===== src/rtl/core/fir_pkg.sv =====
// ----------------------------------------------------------------------------
// fir_pkg: shared definitions of the FIR filter
// Widths, reset values, request codes and the control bundle that the
// sequencer hands to the multiply-accumulate datapath.
// ----------------------------------------------------------------------------
package fir_pkg;

  localparam int unsigned MAX_TAPS_DEF    = 64;
  localparam int unsigned SAMPLE_BITS_DEF = 16;

  localparam int unsigned COEF_BITS  = 16;
  localparam int unsigned FRAC_BITS  = 15;
  localparam int unsigned TAP_CNT_W  = 7;
  localparam int unsigned COEF_IDX_W = 6;
  localparam int unsigned CMD_W      = 2;

  localparam int unsigned APB_ADDR_W = 3;
  localparam int unsigned APB_DATA_W = 32;

  localparam logic [TAP_CNT_W-1:0] TAP_COUNT_RESET = 7'd64;

  localparam logic [0:0] REG_TAP_COUNT = 1'b0;

  typedef enum logic [CMD_W-1:0] {
    CMD_SAMPLE = 2'd0,
    CMD_LOAD   = 2'd1,
    CMD_CLEAR  = 2'd2
  } cmd_e;

  typedef struct packed {
    logic clr;
    logic mul;
    logic acc;
    logic rnd;
    logic load;
  } mac_ctrl_t;

endpackage


===== src/rtl/core/fir_ram.sv =====
// ----------------------------------------------------------------------------
// fir_ram: generic single-write, single-read memory
// One write port and one read port with registered read data.
// ----------------------------------------------------------------------------
module fir_ram #(
  parameter int unsigned WIDTH = 16,
  parameter int unsigned DEPTH = 64
) (
  input  logic                     clk_i,
  input  logic                     we_i,
  input  logic [$clog2(DEPTH)-1:0] waddr_i,
  input  logic [WIDTH-1:0]         wdata_i,
  input  logic [$clog2(DEPTH)-1:0] raddr_i,
  output logic [WIDTH-1:0]         rdata_o
);

  logic [WIDTH-1:0] mem_q [DEPTH];
  logic [WIDTH-1:0] rdata_q;

  always_ff @(posedge clk_i) begin
    if (we_i) begin
      mem_q[waddr_i] <= wdata_i;
    end
    rdata_q <= mem_q[raddr_i];
  end

  assign rdata_o = rdata_q;

endmodule


===== src/rtl/core/fir_mac.sv =====
// ----------------------------------------------------------------------------
// fir_mac: shared multiply-accumulate datapath
// One multiplier and one accumulator walk the taps; the sum is then
// rounded, shifted and saturated into the output register.
// ----------------------------------------------------------------------------
module fir_mac #(
  parameter int unsigned MAX_TAPS    = fir_pkg::MAX_TAPS_DEF,
  parameter int unsigned SAMPLE_BITS = fir_pkg::SAMPLE_BITS_DEF
) (
  input  logic                                  clk_i,
  input  fir_pkg::mac_ctrl_t                    ctrl_i,
  input  logic signed [fir_pkg::COEF_BITS-1:0]  coef_i,
  input  logic signed [SAMPLE_BITS-1:0]         hist_i,
  output logic signed [SAMPLE_BITS-1:0]         filtered_o,
  output logic                                  saturated_o
);
  import fir_pkg::*;

  localparam int unsigned PW    = SAMPLE_BITS + COEF_BITS;
  localparam int unsigned ACC_W = PW + $clog2(MAX_TAPS);
  localparam int unsigned RW    = ACC_W - FRAC_BITS;

  localparam logic signed [ACC_W-1:0] HALF = ACC_W'(1) << (FRAC_BITS - 1);
  localparam logic [SAMPLE_BITS-1:0] OUT_MAX = {1'b0, {(SAMPLE_BITS-1){1'b1}}};
  localparam logic [SAMPLE_BITS-1:0] OUT_MIN = {1'b1, {(SAMPLE_BITS-1){1'b0}}};

  logic signed [PW-1:0]          prod_q;
  logic signed [ACC_W-1:0]       acc_q;
  logic signed [ACC_W-1:0]       rsum;
  logic [RW-1:0]                 rnd_q;
  logic [RW-SAMPLE_BITS:0]       top_bits;
  logic                          in_range;
  logic [SAMPLE_BITS-1:0]        filt_d;
  logic [SAMPLE_BITS-1:0]        filt_q;
  logic                          sat_q;

  assign rsum     = acc_q + HALF;
  assign top_bits = rnd_q[RW-1:SAMPLE_BITS-1];
  assign in_range = (&top_bits) | ~(|top_bits);

  always_comb begin
    if (in_range) begin
      filt_d = rnd_q[SAMPLE_BITS-1:0];
    end else if (rnd_q[RW-1]) begin
      filt_d = OUT_MIN;
    end else begin
      filt_d = OUT_MAX;
    end
  end

  always_ff @(posedge clk_i) begin
    if (ctrl_i.mul) begin
      prod_q <= coef_i * hist_i;
    end
    if (ctrl_i.clr) begin
      acc_q <= '0;
    end else if (ctrl_i.acc) begin
      acc_q <= acc_q + ACC_W'(prod_q);
    end
    if (ctrl_i.rnd) begin
      rnd_q <= rsum[ACC_W-1:FRAC_BITS];
    end
    if (ctrl_i.load) begin
      filt_q <= filt_d;
      sat_q  <= ~in_range;
    end
  end

  assign filtered_o  = filt_q;
  assign saturated_o = sat_q;

endmodule


===== src/rtl/core/fir_seq.sv =====
// ----------------------------------------------------------------------------
// fir_seq: request sequencer of the FIR filter
// Clears both stores after reset, decodes requests, walks the taps through
// the shared datapath, writes the history ring and owns the output valid.
// ----------------------------------------------------------------------------
module fir_seq #(
  parameter int unsigned MAX_TAPS    = fir_pkg::MAX_TAPS_DEF,
  parameter int unsigned SAMPLE_BITS = fir_pkg::SAMPLE_BITS_DEF
) (
  input  logic                              clk_i,
  input  logic                              rst_ni,
  input  logic [fir_pkg::TAP_CNT_W-1:0]     tap_count_i,
  input  logic                              in_valid_i,
  output logic                              in_ready_o,
  input  logic [fir_pkg::CMD_W-1:0]         cmd_i,
  input  logic [SAMPLE_BITS-1:0]            sample_i,
  input  logic [fir_pkg::COEF_IDX_W-1:0]    coef_index_i,
  input  logic [fir_pkg::COEF_BITS-1:0]     coef_value_i,
  output logic                              out_valid_o,
  input  logic                              out_ready_i,
  output logic                              coef_we_o,
  output logic [$clog2(MAX_TAPS)-1:0]       coef_waddr_o,
  output logic [fir_pkg::COEF_BITS-1:0]     coef_wdata_o,
  output logic [$clog2(MAX_TAPS)-1:0]       coef_raddr_o,
  output logic                              hist_we_o,
  output logic [$clog2(MAX_TAPS)-1:0]       hist_waddr_o,
  output logic [SAMPLE_BITS-1:0]            hist_wdata_o,
  output logic [$clog2(MAX_TAPS)-1:0]       hist_raddr_o,
  output fir_pkg::mac_ctrl_t                ctrl_o
);
  import fir_pkg::*;

  localparam int unsigned AW    = $clog2(MAX_TAPS);
  localparam int unsigned CNT_W = $clog2(MAX_TAPS + 1);

  localparam logic [AW-1:0] LAST_ADDR = AW'(MAX_TAPS - 1);

  localparam logic [2:0] S_INIT  = 3'd0;
  localparam logic [2:0] S_IDLE  = 3'd1;
  localparam logic [2:0] S_CLEAR = 3'd2;
  localparam logic [2:0] S_MAC   = 3'd3;
  localparam logic [2:0] S_DRAIN = 3'd4;
  localparam logic [2:0] S_ROUND = 3'd5;
  localparam logic [2:0] S_OUT   = 3'd6;

  logic [2:0]             state_q, state_d;
  logic [AW-1:0]          ptr_q, ptr_d;
  logic [AW-1:0]          ptr_inc;
  logic [CNT_W-1:0]       tap_q, tap_d;
  logic [CNT_W-1:0]       taps_q, taps_d;
  logic [CNT_W-1:0]       taps_use;
  logic [AW-1:0]          wp_q, wp_d;
  logic [AW:0]            start_sum;
  logic [AW-1:0]          start_pos;
  logic [SAMPLE_BITS-1:0] sample_q, sample_d;
  logic                   v1_q, v1_d;
  logic                   v2_q;
  logic                   out_valid_q, out_valid_d;
  logic                   accept;
  logic                   coef_idx_ok;

  assign accept      = in_valid_i & in_ready_o;
  assign in_ready_o  = (state_q == S_IDLE);
  assign ptr_inc     = (ptr_q == LAST_ADDR) ? '0 : ptr_q + 1'b1;
  assign coef_idx_ok = (32'(coef_index_i) < MAX_TAPS);

  always_comb begin
    if (tap_count_i == '0) begin
      taps_use = CNT_W'(1);
    end else if (32'(tap_count_i) > MAX_TAPS) begin
      taps_use = CNT_W'(MAX_TAPS);
    end else begin
      taps_use = CNT_W'(tap_count_i);
    end
  end

  // The oldest tap in use sits tap-count entries behind the write position.
  assign start_sum = (AW+1)'(wp_q) + (AW+1)'(MAX_TAPS) - (AW+1)'(taps_use);
  assign start_pos = (start_sum >= (AW+1)'(MAX_TAPS)) ?
                     AW'(start_sum - (AW+1)'(MAX_TAPS)) : AW'(start_sum);

  always_comb begin
    state_d      = state_q;
    ptr_d        = ptr_q;
    tap_d        = tap_q;
    taps_d       = taps_q;
    wp_d         = wp_q;
    sample_d     = sample_q;
    v1_d         = 1'b0;
    out_valid_d  = out_valid_q & ~out_ready_i;
    coef_we_o    = 1'b0;
    coef_waddr_o = AW'(coef_index_i);
    coef_wdata_o = coef_value_i;
    hist_we_o    = 1'b0;
    hist_waddr_o = ptr_q;
    hist_wdata_o = '0;
    ctrl_o       = '0;
    ctrl_o.mul   = v1_q;
    ctrl_o.acc   = v2_q;

    unique case (state_q)
      S_INIT: begin
        coef_we_o    = 1'b1;
        coef_waddr_o = ptr_q;
        coef_wdata_o = '0;
        hist_we_o    = 1'b1;
        ptr_d        = ptr_inc;
        if (ptr_q == LAST_ADDR) begin
          state_d = S_IDLE;
        end
      end
      S_IDLE: begin
        if (accept) begin
          case (cmd_i)
            CMD_SAMPLE: begin
              sample_d   = sample_i;
              taps_d     = taps_use;
              tap_d      = '0;
              ptr_d      = start_pos;
              ctrl_o.clr = 1'b1;
              state_d    = S_MAC;
            end
            CMD_LOAD: begin
              coef_we_o = coef_idx_ok;
            end
            CMD_CLEAR: begin
              ptr_d   = '0;
              state_d = S_CLEAR;
            end
            default: begin
            end
          endcase
        end
      end
      S_CLEAR: begin
        hist_we_o = 1'b1;
        ptr_d     = ptr_inc;
        if (ptr_q == LAST_ADDR) begin
          state_d = S_IDLE;
        end
      end
      S_MAC: begin
        v1_d  = 1'b1;
        ptr_d = ptr_inc;
        tap_d = tap_q + 1'b1;
        if (tap_q == taps_q - 1'b1) begin
          state_d = S_DRAIN;
        end
      end
      S_DRAIN: begin
        if (!v1_q) begin
          state_d = S_ROUND;
        end
      end
      S_ROUND: begin
        ctrl_o.rnd = 1'b1;
        state_d    = S_OUT;
      end
      S_OUT: begin
        if (!out_valid_q || out_ready_i) begin
          ctrl_o.load  = 1'b1;
          hist_we_o    = 1'b1;
          hist_waddr_o = wp_q;
          hist_wdata_o = sample_q;
          wp_d         = (wp_q == LAST_ADDR) ? '0 : wp_q + 1'b1;
          out_valid_d  = 1'b1;
          state_d      = S_IDLE;
        end
      end
      default: begin
        state_d = S_IDLE;
      end
    endcase
  end

  assign coef_raddr_o = tap_q[AW-1:0];
  assign hist_raddr_o = ptr_q;
  assign out_valid_o  = out_valid_q;

  always_ff @(posedge clk_i or negedge rst_ni) begin
    if (!rst_ni) begin
      state_q     <= S_INIT;
      ptr_q       <= '0;
      tap_q       <= '0;
      taps_q      <= '0;
      wp_q        <= '0;
      v1_q        <= 1'b0;
      v2_q        <= 1'b0;
      out_valid_q <= 1'b0;
    end else begin
      state_q     <= state_d;
      ptr_q       <= ptr_d;
      tap_q       <= tap_d;
      taps_q      <= taps_d;
      wp_q        <= wp_d;
      v1_q        <= v1_d;
      v2_q        <= v1_q;
      out_valid_q <= out_valid_d;
    end
  end

  always_ff @(posedge clk_i) begin
    sample_q <= sample_d;
  end

endmodule


===== src/rtl/core/fir_filter.sv =====
// ----------------------------------------------------------------------------
// fir_filter: direct-form FIR filter with one shared multiply-accumulate
// Q1.15 samples and coefficients, ring-buffer history, rounded and
// saturated output with a saturation flag.
// ----------------------------------------------------------------------------
// Usage:
// The request channel (in_valid_i/in_ready_o) carries a command with its
// sample, coefficient index and coefficient value. A sample request returns
// one result on the output channel (out_valid_o/out_ready_i); the result is
// built from the samples before it, so the output lags the input by one.
// Neither a coefficient load nor a history clear returns a result. A
// sample request runs one tap per cycle through the single multiplier,
// then drains the pipeline, rounds the sum and loads the output register;
// the sequencer then returns to idle, where the next request is taken.
// The APB port holds the tap count at address 0.
// After reset the block sweeps both stores to zero and holds in_ready_o
// low meanwhile. The result stays in an output register until taken; a
// stalled receiver holds the next sample request at its final step and
// then blocks all requests; loads and clears ahead of it are still taken.
// ----------------------------------------------------------------------------
module fir_filter #(
  parameter int unsigned MAX_TAPS    = fir_pkg::MAX_TAPS_DEF,
  parameter int unsigned SAMPLE_BITS = fir_pkg::SAMPLE_BITS_DEF
) (
  input  logic                               clk_i,
  input  logic                               rst_ni,
  input  logic                               psel,
  input  logic                               penable,
  input  logic                               pwrite,
  input  logic [fir_pkg::APB_ADDR_W-1:0]     paddr,
  input  logic [fir_pkg::APB_DATA_W-1:0]     pwdata,
  output logic [fir_pkg::APB_DATA_W-1:0]     prdata,
  output logic                               pready,
  input  logic                               in_valid_i,
  output logic                               in_ready_o,
  input  logic [fir_pkg::CMD_W-1:0]          cmd_i,
  input  logic signed [SAMPLE_BITS-1:0]      sample_i,
  input  logic [fir_pkg::COEF_IDX_W-1:0]     coef_index_i,
  input  logic signed [fir_pkg::COEF_BITS-1:0] coef_value_i,
  output logic                               out_valid_o,
  input  logic                               out_ready_i,
  output logic signed [SAMPLE_BITS-1:0]      filtered_o,
  output logic                               saturated_o
);
  import fir_pkg::*;

  localparam int unsigned AW = $clog2(MAX_TAPS);

  logic [TAP_CNT_W-1:0]   tap_count_q;
  logic [0:0]             reg_idx;
  logic                   cfg_write;
  logic                   coef_we;
  logic [AW-1:0]          coef_waddr;
  logic [COEF_BITS-1:0]   coef_wdata;
  logic [AW-1:0]          coef_raddr;
  logic [COEF_BITS-1:0]   coef_rdata;
  logic                   hist_we;
  logic [AW-1:0]          hist_waddr;
  logic [SAMPLE_BITS-1:0] hist_wdata;
  logic [AW-1:0]          hist_raddr;
  logic [SAMPLE_BITS-1:0] hist_rdata;
  mac_ctrl_t              mac_ctrl;

  assign reg_idx   = paddr[APB_ADDR_W-1:2];
  assign cfg_write = psel & penable & pwrite & pready;
  assign pready    = 1'b1;
  assign prdata    = (reg_idx == REG_TAP_COUNT) ? APB_DATA_W'(tap_count_q) : '0;

  always_ff @(posedge clk_i or negedge rst_ni) begin
    if (!rst_ni) begin
      tap_count_q <= TAP_COUNT_RESET;
    end else if (cfg_write && (reg_idx == REG_TAP_COUNT)) begin
      tap_count_q <= pwdata[TAP_CNT_W-1:0];
    end
  end

  fir_seq #(
    .MAX_TAPS    (MAX_TAPS),
    .SAMPLE_BITS (SAMPLE_BITS)
  ) u_seq (
    .clk_i        (clk_i),
    .rst_ni       (rst_ni),
    .tap_count_i  (tap_count_q),
    .in_valid_i   (in_valid_i),
    .in_ready_o   (in_ready_o),
    .cmd_i        (cmd_i),
    .sample_i     (sample_i),
    .coef_index_i (coef_index_i),
    .coef_value_i (coef_value_i),
    .out_valid_o  (out_valid_o),
    .out_ready_i  (out_ready_i),
    .coef_we_o    (coef_we),
    .coef_waddr_o (coef_waddr),
    .coef_wdata_o (coef_wdata),
    .coef_raddr_o (coef_raddr),
    .hist_we_o    (hist_we),
    .hist_waddr_o (hist_waddr),
    .hist_wdata_o (hist_wdata),
    .hist_raddr_o (hist_raddr),
    .ctrl_o       (mac_ctrl)
  );

  fir_ram #(
    .WIDTH (COEF_BITS),
    .DEPTH (MAX_TAPS)
  ) u_coef_ram (
    .clk_i   (clk_i),
    .we_i    (coef_we),
    .waddr_i (coef_waddr),
    .wdata_i (coef_wdata),
    .raddr_i (coef_raddr),
    .rdata_o (coef_rdata)
  );

  fir_ram #(
    .WIDTH (SAMPLE_BITS),
    .DEPTH (MAX_TAPS)
  ) u_hist_ram (
    .clk_i   (clk_i),
    .we_i    (hist_we),
    .waddr_i (hist_waddr),
    .wdata_i (hist_wdata),
    .raddr_i (hist_raddr),
    .rdata_o (hist_rdata)
  );

  fir_mac #(
    .MAX_TAPS    (MAX_TAPS),
    .SAMPLE_BITS (SAMPLE_BITS)
  ) u_mac (
    .clk_i       (clk_i),
    .ctrl_i      (mac_ctrl),
    .coef_i      (coef_rdata),
    .hist_i      (hist_rdata),
    .filtered_o  (filtered_o),
    .saturated_o (saturated_o)
  );

endmodule


===== config.mk =====
export PLATFORM = sky130hd
export DESIGN_NAME = fir_filter
export DESIGN_NICKNAME = d
export VERILOG_FILES = /design/src/rtl/core/fir_pkg.sv /design/src/rtl/core/fir_ram.sv /design/src/rtl/core/fir_mac.sv /design/src/rtl/core/fir_seq.sv /design/src/rtl/core/fir_filter.sv
export SDC_FILE = /design/constraint.sdc
export NUM_CORES = 2
export LEC_CHECK = 0
export CAP_MARGIN = 20
export CELL_PAD_IN_SITES_DETAIL_PLACEMENT = 1
export CELL_PAD_IN_SITES_GLOBAL_PLACEMENT = 1
export CORE_ASPECT_RATIO = 0.9
export CORE_MARGIN = 5
export CORE_UTILIZATION = 56
export DETAILED_ROUTE_END_ITERATION = 7
export DONT_BUFFER_PORTS = 1
export GPL_ROUTABILITY_DRIVEN = 1
export PLACE_DENSITY = 0.84
export SYNTH_ARGS = -nofsm -noshare
export SYNTH_HDL_FRONTEND = slang
export SYNTH_SLANG_ARGS = --single-unit

===== constraint.sdc =====
create_clock -name clk_i -period 7.1 [get_ports clk_i]
set_input_delay 0.355 -clock clk_i [delete_from_list [all_inputs] [get_ports clk_i]]
set_output_delay 0.355 -clock clk_i [all_outputs]
set_load 0.005 [all_outputs]

Yosys cells after proc, flatten, opt, wreduce, memory -nomap -nowiden
Memories as Yosys holds them, arrays and structs flattened. A register that Yosys moved wholly into a read port is not among the register bits. Index checks and enable logic that the tools add are counted.

Register bits: 165. Bits in writable memories: 2048. Input bits: 82. Output and inout bits: 52. Logic and storage cells: 117. Memories kept: 2.

Memories: u_coef_ram.mem_q (depth 64, bits a word 16, rd ports 1, clocked after Yosys merged registers in 1, wr ports 1, RTL line fir_ram.sv:17) `logic [WIDTH-1:0] mem_q [DEPTH];`; u_hist_ram.mem_q (depth 64, bits a word 16, rd ports 1, clocked after Yosys merged registers in 1, wr ports 1, RTL line fir_ram.sv:17).

$add $sub $neg: 9. Multiply operators: 1. Magnitude comparators: 2. Equality and inequality tests: 18. Muxes and demuxes: 44. Bitwise operators: 9. Reduce and logical (&&, ||, !) cells: 17.

Operators with widths (number): 2-to-1 mux 16 bit (5); 2-to-1 mux 6 bit (7); adder 38 x 16 -> 38 bit (second input constant) (1); adder 38 x 32 -> 38 bit (1); 2-to-1 mux 7 bit (5); multiplier 16 x 16 -> 32 bit (1); case mux 6 bit (2 select lines) (2); case mux 3 bit (6 select lines) (1); 2-to-1 mux 1 bit (15); 2-to-1 mux 3 bit (5); case mux 7 bit (2 select lines) (1); adder 6 x 1 -> 6 bit (second input constant) (2); == test 6 bit (second input constant) (2); == test 3 bit (second input constant) (3); AND reduction 3 bit (3); AND reduction 8 bit (1); OR reduction 8 bit (1); adder 6 x 7 -> 7 bit (second input constant) (1); adder 7 x 1 -> 7 bit (second input constant) (1); == test 7 bit (1); >= comparator 7 bit (second input constant) (1); > comparator 7 bit (second input constant) (1); logical NOT 7 bit (1); subtractor 7 x 1 -> 7 bit (second input constant) (1); other kinds (24) (37).

Longest topological paths before layout
Word-level depth: 9. Depth in mapped cells: 23. Depth with buffers taken out: 22.

Modules after synthesis
From an unflattened synthesis, not the netlist that was laid out.

Cell total of the unflattened synthesis: 5685. Area, all modules: 99491.7 sq um.

By module, submodules not included: fir_ram (times used 2, cells each 1829, area an instance 40042.2 sq um, sequential area each 31069.8 sq um); fir_mac (times used 1, cells each 1684, area an instance 15947.8 sq um, sequential area each 2922.8 sq um); fir_seq (times used 1, cells each 293, area an instance 2916.5 sq um, sequential area each 1281.2 sq um); fir_filter (times used 1, cells each 50, area an instance 543.0 sq um, sequential area each 176.4 sq um).

Worst setup path before layout
Ideal clock, no wire load.

Path kind: register -> register. Start point: reg u_coef_ram.rdata_q[15] (netlist: u_coef_ram.rdata_o[15]) (read register of u_coef_ram.mem_q). End point: reg u_mac.prod_q[31], data pin. Data arrival time: 5.841 ns. Data required time: 6.839 ns. Path slack: 0.998 ns. Stages on the path, launching flop included: 22. Path buffers: 1. Cells stage by stage: dfxtp_1 > clkbuf_1 > nand2_1 > inv_1 > fa_1 > fa_1 > fa_1 > fa_1 > fa_1 > inv_1 > fa_1 > inv_1 > ha_1 > nand2_1 > nor2_1 > a211oi_1 > nor2_1 > a21oi_1 > o2111ai_1 > a31o_2 > a21o_1 > xor2_1.

Word-level cells in the longest chain between the ends: 1.

RTL lines: start: declaration (RTL line fir_ram.sv:18) `logic [WIDTH-1:0] rdata_q;`; multiplier 16 x 16 -> 32 bit (RTL line fir_mac.sv:53) `prod_q <= coef_i * hist_i;`; end signal: assignment (RTL line fir_mac.sv:53); end: declaration (RTL line fir_mac.sv:27) `logic signed [PW-1:0] prod_q;`.

Every way passes these cells. A chain may end at the register's enable or synchronous reset.

Worst setup path in the final report
Start point: reg u_hist_ram.rdata_q[4] (netlist: u_hist_ram.rdata_o[4]) (read register of u_hist_ram.mem_q). End point: reg u_mac.prod_q[31], data pin.

Word-level cells in the longest chain between the ends: 1.

RTL lines (RTL line): start: declaration (fir_ram.sv:18); multiplier 16 x 16 -> 32 bit (fir_mac.sv:53).

Every way passes these cells.

==> results.tsv <==
metric	value	unit
r2r_slack	0.24	ns
coreArea	0.174	mm²
place.detailed.hpwl	156	mm
r2r_cells	18	
first_pass_iters	6	
synth_seq_cells	2245	
antenna_found_initial	48	
postCtsSetupRepairBufs	0	
critPathMaxFanout	16	
hold_depth	1	
synth_ff_type	edfxtp_1	
wirelength	315	mm
synth_cell_type_count	79	
fin_nets	5783	
postSynthCellCount	5091	
met1_usage	0.450	
root_buffer	clkbuf_16	
crit_type	flip-flop to flip-flop	
path_clk_slew	0.07	ns
cts_tree	built	
synthTopCellsByArea	edfxtp_1 (66%), mux4_2 (15%), fa_1 (5.4%)	
track_usage	0.342	
start_kind	flip-flop	
first_global_vias	56800	
synth.avg_cell_area	19.2	µm²
via_per_inst	7.22	
numPortBuffers	0	
r2r-start	u_hist_ram.rdata_o[4]$_DFF_P_	
synth-edff-count	2136	
period_share	0.966	
min_from	coef_value_i[15]	
cp.required	7.65	ns
ant_nets	0	
synthArstFlopShare	0.0174	
syn-cell-area	0.0979	mm²
synth_top_area_share	0.655	
busiest_layer	met2	
vias	56400	
wire_per_inst	40.4	µm
post-route-min-period	6.86	ns
pin_count	134	
grtUsageMet2	0.536	
cts.sinks	2245	
die_w	451	µm
clock_path_buffers	3	
setup_viol	0	
hold_viol_final	0	
start_util	0.564	
grt_util_met3	0.0985	
maxSlewHeadroom	0.0835	
ys_warn_count	0	
die_area	0.183	mm²
cp_data_arrival_time	7.40	ns
htree_levels	4	
yosysMostFrequentCell	edfxtp_1	
grt_max_degree	158	
drive_gt1_frac	0.231	
status	completed	
hold_end	u_coef_ram.mem_q[58][15]$_DFFE_PP_	
maxCapViolations	0	
fin_tns_setup	0	ns
drc	0	
grt-ovfl-total	0	
gp_congestion	0.837	
end_kind	flip-flop	
grt_first_pass_wirelength	444	mm
fin_skew	0.126	ns
seq_area_frac_synth	0.680	
yosys.area.top_type	edfxtp_1	
rows	145	
r2r-end	u_mac.prod_q[31]$_DFFE_PP_	
report.final.slew_viol_count	0	
hp-class	primary input to flip-flop	
clock_latency	0.89	ns
area_delta_synth_final	11.2	%
first_iter_violations	9723	
timing.fmax	146	MHz
numCtsBuffers	209	
die_h	407	µm
tightestPinTransition	1.37	ns
ys_top_cells_by_count	edfxtp_1 (2136), mux4_2 (672), inv_1 (309)	
state kept, by name, summed over array words and instances, names as in the netlist, 23 cells and up:
register / count
u_hist_ram.mem_q: 1024
u_mac.acc_q: 38
u_mac.prod_q: 32
u_coef_ram.mem_q: 1024
u_mac.rnd_q: 23
timing repair:
| item | 4_1_cts | 5_1_grt |
|---|---|---|
| hold endpoints to repair | 65 | 2 |
| hold buffers | 29 | 1 |
| gates resized for setup | 1 | 7 |
| setup endpoints to repair | 2 | 5 |
how the worst max path moves through the flow:
stage / from / end / slack (ns) / cells after the start
6_report: u_hist_ram.rdata_o[4]$_DFF_P_ / u_mac.prod_q[31]$_DFFE_PP_ / 0.24 / 18
5_1_grt: u_hist_ram.rdata_o[5]$_DFF_P_ / u_mac.prod_q[31]$_DFFE_PP_ / -0.006 / 19
4_1_cts: u_hist_ram.rdata_o[1]$_DFF_P_ / u_mac.prod_q[29]$_DFFE_PP_ / 0.1 / 19
3_5_place_dp: u_hist_ram.rdata_o[1]$_DFF_P_ / u_mac.prod_q[29]$_DFFE_PP_ / 0.11 / 19
3_3_place_gp: u_hist_ram.rdata_o[1]$_DFF_P_ / u_mac.prod_q[29]$_DFFE_PP_ / 0.28 / 19
2_1_floorplan: u_coef_ram.rdata_o[15]$_DFF_P_ / u_mac.prod_q[31]$_DFFE_PP_ / 1.0 / 21
through the flow:
stage               worst slack, ns   util  hold slack [ns]  cells  area [µm²]
floorplan                     0.998      -           0.0594   5115       97900
global placement              0.284  0.583           0.0627   7326      101000
detailed placement            0.113  0.583           0.0634   7326      101000
CTS                          0.0961  0.624           0.0598   7749      108000
global route               -0.00603  0.626           0.0117   7780      109000
finish                        0.243  0.627           0.0429   7806      109000
placed cells by master (no fill, tap or decap), drive strengths merged, types with 8 or more instances in the layout:
master / instances
nor2: 222
clkinvlp: 14
xor2: 34
mux4: 672
a211oi: 11
inv: 317
and3: 18
diode: 37
o21a: 15
clkinv: 104
a21oi: 65
conb: 26
edfxtp: 2136
a21o: 42
nand3b: 11
dfxtp: 70
nand2b: 25
mux2i: 28
o21ai: 68
o21bai: 11
and2: 168
clkbuf: 255
xnor2: 68
a31oi: 10
nor3: 19
nand2: 210
or3: 8
fa: 264
bufinv: 14
nand3: 60
dlygate4sd3: 28
nor2b: 18
ha: 129
buf: 206
mux2: 14
dfrtp: 38
nand4: 17
layout make-up:
| class | count | area, µm² |
|---|---|---|
| Timing Repair Buffer | 235 | 2160 |
| Tap cell | 2278 | 2850 |
| Inverter | 309 | 1160 |
| Fill cell | 14300 | 64800 |
| Multi-Input combinational cell | 2308 | 29200 |
| Antenna cell | 37 | 92.6 |
| Clock buffer | 254 | 5440 |
| Sequential cell | 2245 | 66600 |
| Clock inverter | 140 | 1330 |
routing by layer:
metal  part of all wire  wire length (µm)
met1               0.34            106000
met2               0.46            146000
met3               0.13             42300
met4              0.066             20800
met5            0.00049               155
critical path: stages, from the launching register on:
cell and delay (ns):
dfxtp_1 0.73, nand2_1 0.33, fa_1 0.59, inv_1 0.07
fa_1 0.56, buf_4 0.21, inv_1 0.13, fa_1 0.51
inv_1 0.07, fa_1 0.60, fa_1 0.45, fa_1 0.49
ha_1 0.40, a21o_1 0.19, a21oi_1 0.41, o2111ai_1 0.24
a31o_2 0.28, a21o_1 0.18, xor2_1 0.13
cells by family after synthesis:
kind of cell,Yosys count,share of synthesized area
xor+xnor,102,0.00913
compound gates,275,0.0186
mux,714,0.159
other cells,2,0.0000767
simple gates,798,0.0395
buf+inv,562,0.0232
fa+ha+maj,393,0.0705
flops,2245,0.680
Power is left out: the tool's default activity adds up to more than one toggle a clock period on the data nets, which glitch-free logic cannot reach.
